--- config.mk ---
export PLATFORM = sky130hd
export DESIGN_NAME = rhe_divider
export DESIGN_NICKNAME = d
export VERILOG_FILES = /design/src/rtl/rhe_pkg.sv /design/src/rtl/rhe_divider.sv
export SDC_FILE = /design/constraint.sdc
export NUM_CORES = 1
export LEC_CHECK = 0
export ABC_AREA = 1
export BUFFER_PORTS_ARGS = -buffer_cell sky130_fd_sc_hd__clkbuf_2
export CAP_MARGIN = 20
export CELL_PAD_IN_SITES_DETAIL_PLACEMENT = 1
export CELL_PAD_IN_SITES_GLOBAL_PLACEMENT = 1
export CORE_AREA = 2 2 123 125
export DETAILED_ROUTE_END_ITERATION = 16
export DIE_AREA = 0 0 125 127
export PLACE_DENSITY = 0.78
export SYNTH_ARGS = -nofsm -noshare
export SYNTH_HDL_FRONTEND = slang
export SYNTH_SLANG_ARGS = --single-unit
--- constraint.sdc ---
create_clock -name clk -period 6.5 [get_ports clk]
set_clock_uncertainty 0.1 [all_clocks]
set_input_delay 0.325 -clock clk [delete_from_list [all_inputs] [get_ports clk]]
set_output_delay 0.325 -clock clk [all_outputs]
set_load 0.05 [all_outputs]
--- src/rtl/rhe_pkg.sv ---
// ----------------------------------------------------------------------------
// rhe_pkg
// shared constants and types for the rgb histogram equalizer
// ----------------------------------------------------------------------------
package rhe_pkg;

  localparam int BIN_COUNT_DEFAULT   = 256;
  localparam int COUNT_WIDTH_DEFAULT = 22;
  localparam int PIX_W               = 23;
  localparam int LEVEL_W             = 8;
  localparam logic [PIX_W-1:0] PIXEL_COUNT_RESET = 23'd3000000;

  localparam logic [1:0] OP_CLEAR = 2'd0;
  localparam logic [1:0] OP_COUNT = 2'd1;
  localparam logic [1:0] OP_BUILD = 2'd2;
  localparam logic [1:0] OP_MAP   = 2'd3;

  localparam logic KIND_PIXEL = 1'b0;
  localparam logic KIND_BUILT = 1'b1;

  typedef struct packed {
    logic [1:0]         opcode;
    logic [LEVEL_W-1:0] red_in;
    logic [LEVEL_W-1:0] green_in;
    logic [LEVEL_W-1:0] blue_in;
  } in_item_t;

  typedef struct packed {
    logic               kind;
    logic [LEVEL_W-1:0] red_out;
    logic [LEVEL_W-1:0] green_out;
    logic [LEVEL_W-1:0] blue_out;
  } out_item_t;

endpackage

--- src/rtl/rhe_divider.sv ---
// ----------------------------------------------------------------------------
// rhe_divider
// restoring divider, one quotient bit per cycle, result clamped to 255
// ----------------------------------------------------------------------------
module rhe_divider
  import rhe_pkg::*;
#(
  parameter int NUM_W = 40,
  parameter int DEN_W = 23
) (
  input  logic               clk,
  input  logic               rst,
  input  logic               start,
  input  logic [NUM_W-1:0]   num,
  input  logic [DEN_W-1:0]   den,
  output logic               done,
  output logic [LEVEL_W-1:0] quo
);
  localparam int CW = $clog2(NUM_W + 1);

  logic [NUM_W-1:0] q;
  logic [DEN_W:0]   rem;
  logic [DEN_W-1:0] d;
  logic [CW-1:0]    cnt;
  logic             busy;
  logic [DEN_W:0]   trial;

  assign trial = {rem[DEN_W-1:0], q[NUM_W-1]};

  always_ff @(posedge clk) begin
    if (rst) begin
      busy <= 1'b0;
      done <= 1'b0;
    end else begin
      done <= 1'b0;
      if (start) begin
        busy <= 1'b1;
        cnt  <= CW'(NUM_W);
        q    <= num;
        d    <= den;
        rem  <= '0;
      end else if (busy) begin
        if (trial >= {1'b0, d}) begin
          rem <= trial - {1'b0, d};
          q   <= {q[NUM_W-2:0], 1'b1};
        end else begin
          rem <= trial;
          q   <= {q[NUM_W-2:0], 1'b0};
        end
        cnt <= cnt - 1'b1;
        if (cnt == CW'(1)) begin
          busy <= 1'b0;
          done <= 1'b1;
        end
      end
    end
  end

  assign quo = (q > NUM_W'(255)) ? 8'hFF : q[LEVEL_W-1:0];
endmodule

==> results of run 1 <==
-- per-layer routing --
layer,track usage (%),vias up
li1,-,2504
met1,25.2,2278
met2,34.5,88
met3,2.85,23
met4,7.78,0
met5,0,-
-- registers in the layout, indices dropped and copies added, names as in the netlist --
signal / count
q: 40
d: 23
rem: 23
cnt: 6
busy: 1
done: 1
-- metrics by stage --
stage	setup slack, ns	hold slack, ns	instance area [µm²]	std cells
after CTS	3.43	0.0277	6660	1022
after detailed placement	3.30	0.404	6370	1006
after global routing	3.09	0.0326	6660	1022
final	3.41	0.0379	6660	1022
after global placement	3.44	0.401	6370	1006
after floorplan	1.66	0.302	5830	761
-- cell usage in the layout, fill, tap and decap left out, types with 9 or more instances in the layout --
master     Yosys  layout
edfxtp_1      92      92
a21oi_1       14      13
clkbuf_2       0      74
nor4_1         9       9
inv_1        129     129
clkbuf_16      0       9
ha_1          25      25
nand3_1       26      26
nor2_1        60      59
o21ai_0       10      10
nand2_1      330     330
nor2_2        12      13
-- worst paths after layout --
check	start	endpoint	slack (ns)	cells after the start
max reg2reg	q[39]	rem[18]	3.41	14
min	den[7]	d[7]	0.04	1
max	q[39]	rem[18]	3.41	14
min reg2reg	busy	done	0.44	2
-- kinds of logic (layout without fill, tap and decap cells) --
| kind of cell | count (synthesis) | after routing | synth area share [%] |
|---|---|---|---|
| AND/OR/NAND/NOR | 461 | 461 | 32.6 |
| flip-flops | 94 | 94 | 48.1 |
| AO/OA/AOI/OAI | 25 | 25 | 2.19 |
| adder cells (fa/ha/maj) | 26 | 26 | 5.71 |
| buffers and inverters | 146 | 223 | 10.0 |
| XOR/XNOR | 9 | 9 | 1.35 |
-- power by group through the flow --
stage               Combinational, mW  Sequential [mW]  Clock, mW
global route                    0.479            0.759      0.569
floorplan                       0.308            0.761          0
finish                          0.415            0.753      0.538
CTS                             0.419            0.754      0.550
global placement                0.396            0.764          0
detailed placement              0.414            0.766          0
-- final cells by class --
cell class	count	area, µm²
sequential	94	2800
inverter	130	488
clock inverter	5	57.6
multi-input combinational	521	2450
fill	1849	7760
timing repair buffer	77	393
clock buffer	11	233
tap	184	230
-- worst max-delay path, stage by stage (launching register included) --
cell,delay [ns]
edfxtp_1,0.44
inv_1,0.09
ha_1,0.18
fa_1,0.22
inv_1,0.08
nand2_1,0.07
nand2_1,0.06
nand3_1,0.09
nand2_2,0.10
nand2_2,0.09
nand4_4,0.54
nand2_1,0.52
nand2_1,0.11
nand2_1,0.08
inv_1,0.05
==> impl_results.md, run 1 <==
* Status: finished, final reports clean
* Post-DP HPWL at 11,400 µm
* Flop pwr share at 44.2%
* Initial DRC count at 182
* Met3 wire length at 514 µm
* Post-synth top area share at 47.4%
* Skew-Pair Late Insertion Delay at 0.36 ns
* Synth Cell Area at 5830 µm²
* Die ar. at 15,900 µm²
* Total grt overflow at 0
* Worst Tran Pin Value at 0.970 ns
* Die W at 125 µm
* CORE AREA at 14,400 µm²
* Post-CTS Setup Bufs at 0
* First-pass GRT wire length at 25,300 µm
* CTS tree: yes
* Setup_tns at 0 ns
* FP Rows at 44
* PortBufs at 74
* Final period utilization at 47.6%
* Post-synth EDFFs at 92
* Sw Share at 31.4%
* Worst vdd ir at 0.131 mV
* Fraction of registers with async set/reset at 0%
* Req. time, crit path at 6.51 ns
* Ant diodes at 0
* Final slew viol count at 0
* CTS sink cnt at 94
* CTS max path bufs at 2
* HP Class: in2reg
* Max Cap Viol at 0
* # setup viols final at 0
* Most frequent cells after synthesis: nand2_1 (330), inv_1 (129), edfxtp_1 (92)
* RSZ-0062 raised after global routing: no
* Area leader, netlist: edfxtp_1
* Chip height at 127 µm
* Distinct cells, synth at 29
* Critical path class: reg2reg
* Psw at 0.535 mW
* Synth Register Bits at 94
* Clk pwr share at 31.5%
* Area Overhead vs Synth at 14.3%
* Max FO, Critical Path at 40
* Most common cell in the synthesized netlist: nand2_1
* All-Layer GR Usage at 19.9%
* Internal at 1.17 mW
* Fin crit period at 3.09 ns
* YS warnings at 0
* Fin util at 46.2%
* Crit end category: flop
* Initial antenna violation count at 0
* FMAX at 0.323 GHz
* Top post-synthesis cells by area: edfxtp_1 (47%), nand2_1 (21%), inv_1 (8.3%), ha_1 (5.4%), nor2_1 (3.9%)
* Max H-tree Level at 3
* Clk root buf: clkbuf_16
* Hold buffers post-CTS at 0
* Mean area per synthesized cell at 7.66 µm²
* Worst slew margin at 35.3%
* Crit path DAT at 3.10 ns
* Metal2 WL at 7290 µm
* Post-CTS sizing at 0
* Leak pwr at 3.38 nW
* Drc violations at 0
* Register area share after synthesis at 48.1%
* Starting Density at 40.4%
* GP Congestion at 0.849
* Clock slew at reported path FFs at 0.07 ns
* Crit path launch type: flop
* Vias per cell at 4.79
* Final Power at 1.71 mW
* TritonCTS Buffers at 9
* Top-Level Pins at 75
* Synthesized instance count at 761
* Synth Flop Type: edfxtp_1
* Top Layer Used: met4
* Power Dens Cells at 256 nW/µm²
* Fin. Hold Viols at 0
* Wire length per cell at 14.7 µm
* Synth Net Count at 853
* Nets at 925
* Share of layout cells above drive strength 1 at 13.6%
* DR vias at 4,893
* Met1 WL at 6860 µm
* Comb power frac at 24.3%
* Final ANT Viol Nets at 0
* Pin count of the biggest net entering global routing at 59
* Length of the first detailed-routing pass in iterations at 4
* Post-Route WL at 15,000 µm
* Number of global-route vias before repair at 5,297
Note: power is estimated with default switching activity, not from simulation.
==> run 2, diff against run 1 <==
Clock period 6.5 ns to 3 ns, I/O delays scaled along.
==> impl_results.md, run 2 (same netlist as run 1, synthesis figures left out) <==
* Status: complete, but fails checks
* Failing checks: negative hold slack
* Skew-Pair Late Insertion Delay at 0.36 ns (about the same)
* Clock slew at reported path FFs at 0.07 ns (about the same)
* Final Power at 3.82 mW (+120%)
* Place WS at 0.301 ns (-3.00 ns)
* All-Layer GR Usage at 21.8% (+1.9 points)
* Register bank with the most flops: q
* Setup_tns at 0 ns (unchanged)
* Nets at 987 (+6.7%)
* CORE AREA at 14,400 µm² (unchanged)
* Critical path class: reg2out
* Chip height at 127 µm (unchanged)
* Worst slew margin at 52.2% (+17 points)
* Max reg flops at 40 (unchanged)
* GP Congestion at 0.874 (+3.0%)
* Initial DRC count at 190 (+4.4%)
* HP Class: in2reg
* Crit end category: primary output
* Final ANT Viol Nets at 0 (unchanged)
* Post-DP HPWL at 11,700 µm (+2.5%)
* DR vias at 5,258 (+7.5%)
* Clk pwr share at 31.9% (+0.4 points)
* Vias per cell at 4.85 (+1.3%)
* Post-Route WL at 16,500 µm (+9.9%)
* Final worst setup slack at 0.204 ns (-3.20 ns)
* Crit path DAT at 2.55 ns (-0.55 ns)
* Worst hold slack at -0.00523 ns (-0.0431 ns)
* PortBufs at 74 (unchanged)
* Clk root buf: clkbuf_16
* CTS tree: yes
* Critical-path cell list: nor4_1 -> nand4_1 -> nor2_1 -> nand2_1 -> clkbuf_2
* Internal at 2.64 mW (+130%)
* Fin. Hold Viols at 1 (+1)
* Wire length per cell at 15.2 µm (+3.6%)
* Die ar. at 15,900 µm² (unchanged)
* Starting Density at 40.4% (unchanged)
* Number of global-route vias before repair at 5,699 (+7.6%)
* Final period utilization at 93.2%
* Drc violations at 0 (unchanged)
* CTS max path bufs at 2 (unchanged)
* Most frequent cells in the layout: nand2_1 (330), inv_1 (129), edfxtp_1 (92), clkbuf_2 (74), nor2_1 (59)
* Req. time, crit path at 2.75 ns (-3.76 ns)
* Die W at 125 µm (unchanged)
* Commonest non-fill, non-tap cell in the layout: nand2_1
* # setup viols final at 0 (unchanged)
* Initial antenna violation count at 0 (unchanged)
* Largest registers: q (40), d (23), rem (23)
* Worst vdd ir at 0.281 mV (+110%)
* First-pass GRT wire length at 27,600 µm (+9.1%)
* Final slew viol count at 0 (unchanged)
* FP Rows at 44 (unchanged)
* Length of the first detailed-routing pass in iterations at 4 (unchanged)
* Crit path launch type: flop
* Leak pwr at 3.65 nW (+8.0%)
* Max FO, Critical Path at 8 (-80%)
* Slowest-stage cell, CP: nor4_1
* Max Cap Viol at 0 (unchanged)
* Number of fillers in the final layout at 1,793 (-3.0%)
* Sw Share at 31.0% (-0.38 points)
* Comb power frac at 25.4% (+1.1 points)
* Top-Level Pins at 75 (unchanged)
* Area Overhead vs Synth at 25.1%
* Ant diodes at 0 (unchanged)
* Worst Tran Pin Value at 0.716 ns (-0.254 ns)
* Psw at 1.18 mW (+120%)
* TritonCTS Buffers at 9 (unchanged)
* Power Dens Cells at 524 nW/µm² (+100%)
* Area after DPL at 6400 µm² (+0.47%)
* Fin crit period at 2.80 ns
* Max H-tree Level at 3 (unchanged)
* Total grt overflow at 0 (unchanged)
* FMAX at 0.358 GHz
* RSZ-0062 raised after global routing: no
* Crit path largest cell delay at 0.57 ns (+0.03 ns)
* Cell area after layout at 7290 µm² (+9.5%)
* Flop pwr share at 42.7% (-1.5 points)
* CTS sink cnt at 94 (unchanged)
* Pin count of the biggest net entering global routing at 54 (-8.5%)
* Share of layout cells above drive strength 1 at 13.2% (-0.38 points)
run 2: cell types whose count changed in the layout (fill, tap and decap cells not counted):
cell	previous run	this run
clkbuf_8	0	2
dlygate4sd3_1	0	58
buf_4	3	7
clkinv_2	2	1
clkbuf_1	2	1
run 2: worst paths after layout:
check	start	endpoint	slack (ns)	cells past startpoint
setup / recovery	q[37]	quo[2]	0.20	5
hold / removal	num[38]	q[38]	-0.005	3
setup reg to reg	q[39]	rem[5]	0.25	14
hold reg to reg	busy	done	0.44	2
run 2: area by class of cell:
type	instances	area, µm²	share of cell area (%)
timing repair buffer	139	1000	13.8
multi-input combinational	521	2450	33.7
inverter	130	488	6.70
tap	184	230	3.16
clock buffer	12	256	3.52
sequential	94	2800	38.5
clock inverter	4	52.6	0.721
run 2: critical path: cells and delay by family, from the launching register on:
family                 cells  cell delay (ns)
flip-flops                 1             0.41
AND/OR/NAND/NOR            4             1.50
buffers and inverters      1             0.28
run 2: power by group through the flow:
stage,sequential (mW),combinational (mW),clock (mW)
finish,1.63,0.969,1.22
global route,1.64,1.12,1.29
CTS,1.63,0.972,1.24
detailed placement,1.66,0.905,0
global placement,1.65,0.863,0
floorplan,1.64,0.668,0
run 2: metrics by stage:
stage | cells | util (%)
2_1_floorplan | 761 | -
3_3_place_gp | 1010 | 44.4
3_5_place_dp | 1010 | 44.4
4_1_cts | 1084 | 50.5
5_1_grt | 1084 | 50.5
6_report | 1084 | 50.5
run 2: per-layer routing:
metal  vias to the layer above  share of wire [%]  GRT usage [%]
li1                       2632                  -              -
met1                      2518                 44           26.1
met2                        82                 52           39.7
met3                        26                2.6           3.18
met4                         0                2.3           8.24
met5                         -                  0              0
run 2: timing repair:
| item | in CTS | in global routing |
|---|---|---|
| gates resized for setup | 0 | 0 |
| endpoints found under the setup margin | 0 | 0 |
| buffers inserted | 0 | 0 |
| hold buffers | 58 | 0 |
| hold endpoints to repair | 58 | 0 |
==> run 3, diff against run 2 <==
Clock period 3 ns to 3.5 ns, I/O delays scaled along.
==> impl_results.md, run 3 (same netlist as run 1, synthesis figures left out) <==
* Worst path top cell family by delay: simple AND/OR/NAND/NOR gates
* Nets at 977 (-1.0%)
* Sw Share at 31.5% (+0.57 points)
* Top-Level Pins at 75 (unchanged)
* Status: finished, final reports clean
* PortBufs at 74 (unchanged)
* Length of the first detailed-routing pass in iterations at 4 (unchanged)
* FMAX at 0.372 GHz
* Final period utilization at 76.8%
* Post-DP HPWL at 11,000 µm (-5.9%)
* Worst reg2reg setup slack at 0.81 ns (+0.56 ns)
* Register bank with the most flops: q
* HP Class: in2reg
* Final ANT Viol Nets at 0 (unchanged)
* Worst Setup SP: q[39]
* DR vias at 5,157 (-1.9%)
* Flop pwr share at 43.0% (+0.3 points)
* Total grt overflow at 0 (unchanged)
* Comb power frac at 25.2% (-0.2 points)
* CP bufs+invs at 3 (+2)
* Share of layout cells above drive strength 1 at 13.3% (+0.036 points)
* RR Startpoint: q[39]
* Vias per cell at 4.80 (-1.0%)
* Max FO, Critical Path at 20 (+12)
* CTS sink cnt at 94 (unchanged)
* Post-placement cell count at 1,009 (-0.099%)
* Skew-Pair Late Insertion Delay at 0.36 ns (about the same)
* Final slew viol count at 0 (unchanged)
* Commonest non-fill, non-tap cell in the layout: nand2_1
* Crit path launch type: flop
* First-pass GRT wire length at 26,600 µm (-3.5%)
* Leak pwr at 3.61 nW (-1.2%)
* CORE AREA at 14,400 µm² (unchanged)
* # setup viols final at 0 (unchanged)
* Chip height at 127 µm (unchanged)
* Worst slew margin at 45.7% (-6.6 points)
* Wire length per cell at 14.7 µm (-3.1%)
* Die ar. at 15,900 µm² (unchanged)
* Internal at 2.22 mW (-16%)
* Critical Path Stages at 14 (+9)
* Psw at 1.03 mW (-13%)
* FP Rows at 44 (unchanged)
* Max Cap Viol at 0 (unchanged)
* Fin. Hold Viols at 0 (-1)
* Slowest-stage cell, CP: fa_1
* Clock slew at reported path FFs at 0.08 ns (about the same)
* Setup_tns at 0 ns (unchanged)
* Worst vdd ir at 0.301 mV (+7.1%)
* Clk root buf: clkbuf_16
* Worst path most repeated cell: nand2_1
* Drc violations at 0 (unchanged)
* Critical Path Sink: rem[9]
* CTS max path bufs at 2 (unchanged)
* Worst Tran Pin Value at 0.813 ns (+0.0974 ns)
* Post-CTS Setup Bufs at 0 (unchanged)
* Fin util at 49.9% (-0.64 points)
* Critical path class: reg2reg
* Number of global-route vias before repair at 5,695 (-0.070%)
* Initial DRC count at 140 (-26%)
* Area Overhead vs Synth at 23.5%
* RSZ-0062 raised after global routing: no
* Critical-path cell list: inv_1 -> ha_1 -> fa_1 -> inv_1 -> nand2_1 -> nand2_1 -> nand3_1 -> nand2_2 -> nand2_2 -> nand4_4 -> buf_4 -> nand2_1 -> nand2_1 -> nor2_1
* Req. time, crit path at 3.52 ns (+0.77 ns)
* Max reg flops at 40 (unchanged)
* Cells on worst reg2reg path at 14 (unchanged)
* Post-Route WL at 15,800 µm (-4.0%)
* Ant diodes at 0 (unchanged)
* Fin crit period at 2.69 ns
* Starting Density at 40.4% (unchanged)
* GP Congestion at 0.877 (+0.34%)
* Most frequent cells in the layout: nand2_1 (330), inv_1 (129), edfxtp_1 (92), clkbuf_2 (74), nor2_1 (59)
* Clk pwr share at 31.8% (about the same)
* All-Layer GR Usage at 20.8% (-1.0 points)
* CTS tree: yes
* Crit path DAT at 2.71 ns (+0.16 ns)
* Pin count of the biggest net entering global routing at 58 (+7.4%)
* Max H-tree Level at 3 (unchanged)
* Non-Filler Instances at 1,074 (-0.92%)
* Power Dens Cells at 452 nW/µm² (-14%)
* Initial antenna violation count at 0 (unchanged)
* Crit path largest cell delay at 0.42 ns (-0.15 ns)
* Largest registers: q (40), d (23), rem (23)
* TritonCTS Buffers at 9 (unchanged)
* Die W at 125 µm (unchanged)
* Reg2reg end: rem[9]
* Crit end category: flop
==> run 3: how the worst min path moves through the flow <==
| stage | start | to | slack (ns) | cells after the start |
|---|---|---|---|---|
| floorplan | rst | done | 0.15 | 1 |
| global placement | den[6] | d[6] | 0.25 | 1 |
| detailed placement | den[8] | d[8] | 0.25 | 1 |
| CTS | num[12] | q[12] | 0.0006 | 3 |
| global route | num[12] | q[12] | 0.01 | 3 |
| finish | num[3] | q[3] | 0.005 | 3 |
==> run 3: worst min-delay path, delay by kind of cell <==
| family | cells | cell delay (ns) |
|---|---|---|
| AO/OA/AOI/OAI | 1 | 0.06 |
| buffers and inverters | 1 | 0.07 |
| AND/OR/NAND/NOR | 1 | 0.04 |
==> run 3: repair_timing <==
item                      4_1_cts  5_1_grt
gates resized for setup         0        0
hold endpoints to repair       49        0
hold buffers                   49        0
==> run 3: through the flow <==
| step | setup WS, ns | hold slack, ns | total power [mW] | cell area [µm²] |
|---|---|---|---|---|
| finish | 0.813 | 0.00542 | 3.25 | 7200 |
| global route | 0.537 | 0.0115 | 3.44 | 7200 |
| CTS | 0.754 | 0.000623 | 3.29 | 7200 |
| detailed placement | 0.775 | 0.255 | 2.20 | 6400 |
| global placement | 0.937 | 0.252 | 2.16 | 6400 |
| floorplan | 0.178 | 0.152 | 1.98 | 5830 |
==> run 3: cell type report <==
cell class,count,area [µm²]
inverter,130,488
clock buffer,10,229
sequential,94,2800
multi-input combinational,521,2450
tap,184,230
fill,1795,7230
timing repair buffer,129,918
clock inverter,6,72.6
==> run 3: power groups by stage <==
stage | combinational, mW | clock [mW] | sequential (mW)
2_1_floorplan | 0.572 | 0 | 1.41
3_3_place_gp | 0.741 | 0 | 1.42
3_5_place_dp | 0.774 | 0 | 1.42
4_1_cts | 0.825 | 1.06 | 1.40
5_1_grt | 0.945 | 1.09 | 1.41
6_report | 0.818 | 1.03 | 1.40
==> run 3: metal layers <==
| layer | track usage (%) | up-vias | share of wire [%] |
|---|---|---|---|
| met2 | 39.4 | 74 | 53 |
| li1 | - | 2612 | - |
| met1 | 24.1 | 2452 | 43 |
| met5 | 0 | - | 0 |
| met3 | 3.77 | 19 | 2.6 |
| met4 | 5.49 | 0 | 1.5 |
